[config.mk]
export PLATFORM = sky130hd
export DESIGN_NAME = lfu_ram
export DESIGN_NICKNAME = d
export VERILOG_FILES = /design/src/lfu_ram.sv
export SDC_FILE = /design/constraint.sdc
export NUM_CORES = 1
export LEC_CHECK = 0
export BUFFER_PORTS_ARGS = -buffer_cell sky130_fd_sc_hd__buf_2
export CORE_MARGIN = 2
export CORE_UTILIZATION = 40
export CTS_CLUSTER_DIAMETER = 120
export CTS_CLUSTER_SIZE = 40
export DETAILED_ROUTE_END_ITERATION = 8
export PLACE_DENSITY_LB_ADDON = 0.05
export SYNTH_ARGS = -nofsm -noshare
export SYNTH_HDL_FRONTEND = slang
export SYNTH_SLANG_ARGS = --single-unit
[constraint.sdc]
create_clock -name clock -period 2.8 [get_ports clock]
set_input_delay 0.14 -clock clock [delete_from_list [all_inputs] [get_ports clock]]
set_output_delay 0.14 -clock clock [all_outputs]
set_load 0.02 [all_outputs]
[src/lfu_ram.sv]
`default_nettype none
module lfu_ram #(
   parameter int WIDTH = 8,
   parameter int DEPTH = 16
) (
   input  wire logic                     clock,
   input  wire logic                     wr_en,
   input  wire logic [$clog2(DEPTH)-1:0] wr_addr,
   input  wire logic [WIDTH-1:0]         wr_data,
   input  wire logic [$clog2(DEPTH)-1:0] rd_addr,
   output logic      [WIDTH-1:0]         rd_data
);
   logic [WIDTH-1:0] mem_ff [DEPTH];

   always_ff @(posedge clock) begin
      if (wr_en) mem_ff[wr_addr] <= wr_data;
      rd_data <= mem_ff[rd_addr];
   end
endmodule
`default_nettype wire

==> flow_metrics.env <==
export IMPL_clock_sink_count=136
export IMPL_timing_critical_path_max_delay_family="buffers and inverters"
export IMPL_initial_antenna_violation_count=0
export IMPL_fp_dieArea_um2=13800
export IMPL_core_rowCount=41
export IMPL_status="finished, final reports clean"
export IMPL_internal_power_mw=3.75
export IMPL_max_cap_violations=0
export IMPL_cpPeakStageDelay_ns=0.54
export IMPL_cts_root_to_sink_buffers=2
export IMPL_fin_setup_tns_ns=0
export IMPL_crit_required_ns=3.09
export IMPL_clkTransAtPathRegs_ns=0.06
export IMPL_clock_skew_ns=0.00465
export IMPL_path_buf_inv=2
export IMPL_core_um2=12600
export IMPL_path_class="input pin to register"
export IMPL_clk_latency_ns=0.41
export IMPL_achievable_frequency_ghz=0.654
export IMPL_floorplan_initialDensity_pct=41.0
export IMPL_synth_warn=0
export IMPL_postSynthRegisterBits=136
export IMPL_netSwitchingFraction_pct=19.9
export IMPL_drive_gt1_share_pct=29.7
export IMPL_crit_path_max_fanout=18
export IMPL_path_cells="buf_2 > buf_4 > mux4_2 > a22oi_1 > nand2_1"
export IMPL_synthesis_area_per_instance_um2=22.5
export IMPL_final_min_clock_period_ns=1.53
export IMPL_final_net_count=301
export IMPL_worst_hold_depth=1
export IMPL_timing_hold_worst_class="input pin to register"
export IMPL_number_of_global_route_vias_before_repair=2473
export IMPL_max_slew_worst_pin_slew_ns=0.865
export IMPL_net_sw_power_mw=0.928
export IMPL_seqPwrFrac_pct=49.0
export IMPL_die_w_um=117
export IMPL_dr_first_iter_drc_count=176
export IMPL_cts_tree="built"
export IMPL_vdd_ir_drop_max_uv=420
export IMPL_p_per_area_nw_per_um2=764
export IMPL_antenna_violating_nets_post_route=0
export IMPL_worst_ep_arrival_time_ns=1.82
export IMPL_cts_made_buffers=17
export IMPL_dpl_hpwl_um=6800
export IMPL_critical_path_startpoint_type="input pin"
export IMPL_critPathLaunch="rd_addr[0]"
export IMPL_routed_wire_length_um=10900
export IMPL_clockRootBuffer="sky130_fd_sc_hd__clkbuf_16"
export IMPL_die_height_um=117
export IMPL_critPathCaptureType="register"
export IMPL_hold_path_startpoint="wr_data[4]"
export IMPL_grt_setup_unrepaired="no"
export IMPL_flow_area_growth_from_synthesis_pct=18.9
export IMPL_count_of_input_and_output_buffers=25
export IMPL_max_slew_margin_pct=42.1
export IMPL_postCtsSetupRepairBufs=0
export IMPL_maximum_number_of_pins_on_one_net_before_global_route_repair=29
export IMPL_pin_count=26
export IMPL_worst_r2r_startpoint="mem_ff[1][2]"
export IMPL_cp_slowest_cell="sky130_fd_sc_hd__mux4_2"
export IMPL_vias_per_cell=5.25
export IMPL_first_pass_iters=4
export IMPL_comb_power_share_pct=4.8
export IMPL_crit_cells=5
export IMPL_worst_reg_to_reg_path_cell_count=3
export IMPL_slew_violations=0
export IMPL_pwr_share_clk_pct=46.2
export IMPL_syn_instance_count=229
export IMPL_layoutNonFillerInstCount=468
export IMPL_mappedNetlistArea_um2=5150
export IMPL_hold_bufs_inserted_after_cts=0
export IMPL_synth_fp_nets=247
export IMPL_overflow=0
export IMPL_cellLeakagePower_nw=2.07
export IMPL_grt_usage_pct=17.0
export IMPL_cts_htree_levels=4
export IMPL_grt_first_pass_wirelength_um=16100
export IMPL_synth_yosys_seq_area_share_pct=77.8
export IMPL_post_cts_resized_instances=0
export IMPL_synthDistinctLibCells=19
export IMPL_timing_final_hold_violations=0
export IMPL_min_period_over_period_pct=54.6
export IMPL_post_drt_wl_per_cell_um=23.3
export IMPL_setup_viol=0
export IMPL_n_antenna_cell=0
export IMPL_dp_cells=436
export IMPL_route_vias_total=2458
export IMPL_finalWeightedCongestion=0.771
export IMPL_detail_route_drc_violations=0
## power groups by stage
stage          clock (mW)  combinational, mW  sequential [mW]
2_1_floorplan           0              0.116             2.34
4_1_cts              2.20              0.231             2.29
5_1_grt              2.29              0.246             2.29
3_5_place_dp            0              0.230             2.33
3_3_place_gp            0              0.229             2.33
6_report             2.16              0.226             2.29
## per-stage QoR
step | setup WS, ns | hold slack (ns) | instance area [um2] | total power, mW | utilization, %
2_1_floorplan | 1.17 | 0.239 | 5150 | 2.46 | -
3_3_place_gp | 0.858 | 0.543 | 5550 | 2.56 | 44.2
3_5_place_dp | 0.852 | 0.550 | 5550 | 2.56 | 44.2
4_1_cts | 1.28 | 0.103 | 6120 | 4.72 | 48.7
5_1_grt | 1.17 | 0.117 | 6120 | 4.83 | 48.7
6_report | 1.27 | 0.114 | 6120 | 4.68 | 48.7
## flip-flops by register name (all words and copies together), names as in the netlist
signal,flops
mem_ff,128
rd_data,8
## Yosys cell counts
library cell | count | area share (%)
sky130_fd_sc_hd__a22oi_1 | 16 | 2.3
sky130_fd_sc_hd__and2_1 | 1 | 0.12
sky130_fd_sc_hd__and2b_1 | 1 | 0.15
sky130_fd_sc_hd__buf_2 | 3 | 0.29
sky130_fd_sc_hd__buf_4 | 1 | 0.15
sky130_fd_sc_hd__buf_6 | 3 | 0.66
sky130_fd_sc_hd__clkdlybuf4s25_2 | 3 | 0.58
sky130_fd_sc_hd__dfxtp_1 | 8 | 3.1
sky130_fd_sc_hd__edfxtp_1 | 128 | 75
sky130_fd_sc_hd__mux4_1 | 14 | 7.1
sky130_fd_sc_hd__mux4_2 | 18 | 7.9
sky130_fd_sc_hd__nand2_1 | 9 | 0.66
sky130_fd_sc_hd__nand2b_1 | 2 | 0.24
sky130_fd_sc_hd__nand3_1 | 1 | 0.097
sky130_fd_sc_hd__nand3b_1 | 2 | 0.29
sky130_fd_sc_hd__nor2_1 | 13 | 0.95
sky130_fd_sc_hd__nor2b_1 | 1 | 0.12
sky130_fd_sc_hd__nor3_1 | 4 | 0.39
sky130_fd_sc_hd__or3b_2 | 1 | 0.17
## placed cells by master (no fill, tap or decap), types with 3 or more instances in the layout
cell type	n
sky130_fd_sc_hd__dfxtp_1	8
sky130_fd_sc_hd__nand2_1	9
sky130_fd_sc_hd__bufinv_16	3
sky130_fd_sc_hd__mux4_1	14
sky130_fd_sc_hd__nor3_1	4
sky130_fd_sc_hd__clkbuf_1	4
sky130_fd_sc_hd__clkinv_1	4
sky130_fd_sc_hd__buf_2	25
sky130_fd_sc_hd__mux4_2	18
sky130_fd_sc_hd__nor2_1	13
sky130_fd_sc_hd__a22oi_1	16
sky130_fd_sc_hd__clkbuf_16	17
sky130_fd_sc_hd__buf_4	20
sky130_fd_sc_hd__edfxtp_1	128
## area by class of cell
cell class | instances | area (um2)
repair buffers | 45 | 275
multi-input cells | 83 | 1060
clock inverters | 11 | 130
clock buffers | 21 | 440
well taps | 172 | 215
flip-flops and latches | 136 | 4000
fillers | 1031 | 6450
## path summary, 6_finish.rpt
kind | endpoint | slack [ns]
worst max-delay path | rd_data[4] | 1.27
worst min register to register | rd_data[0] | 0.68
worst max register to register | rd_data[2] | 1.36
worst min-delay path | mem_ff[4][4] | 0.11
## worst register-to-register path: stages, from the launching register on
cell and delay (ns):
sky130_fd_sc_hd__edfxtp_1 0.35, sky130_fd_sc_hd__mux4_1 0.52, sky130_fd_sc_hd__a22oi_1 0.36, sky130_fd_sc_hd__nand2_1 0.09
## kinds of logic after synthesis
kind of cell / share of synthesized area, %
DFF: 77.8
and+or+nand+nor: 3.18
muxes: 15.0
AOI/OAI and AO/OA: 2.33
buffers and inverters: 1.68
## routing by layer
metal	GRT usage [%]	part of all wire [%]	wire, um
met2	23.4	44	4750
met5	0	0	0
met3	4.09	6.9	754
met1	25.4	48	5220
met4	7.91	1.7	187
Power figures use the tool's default switching activity.
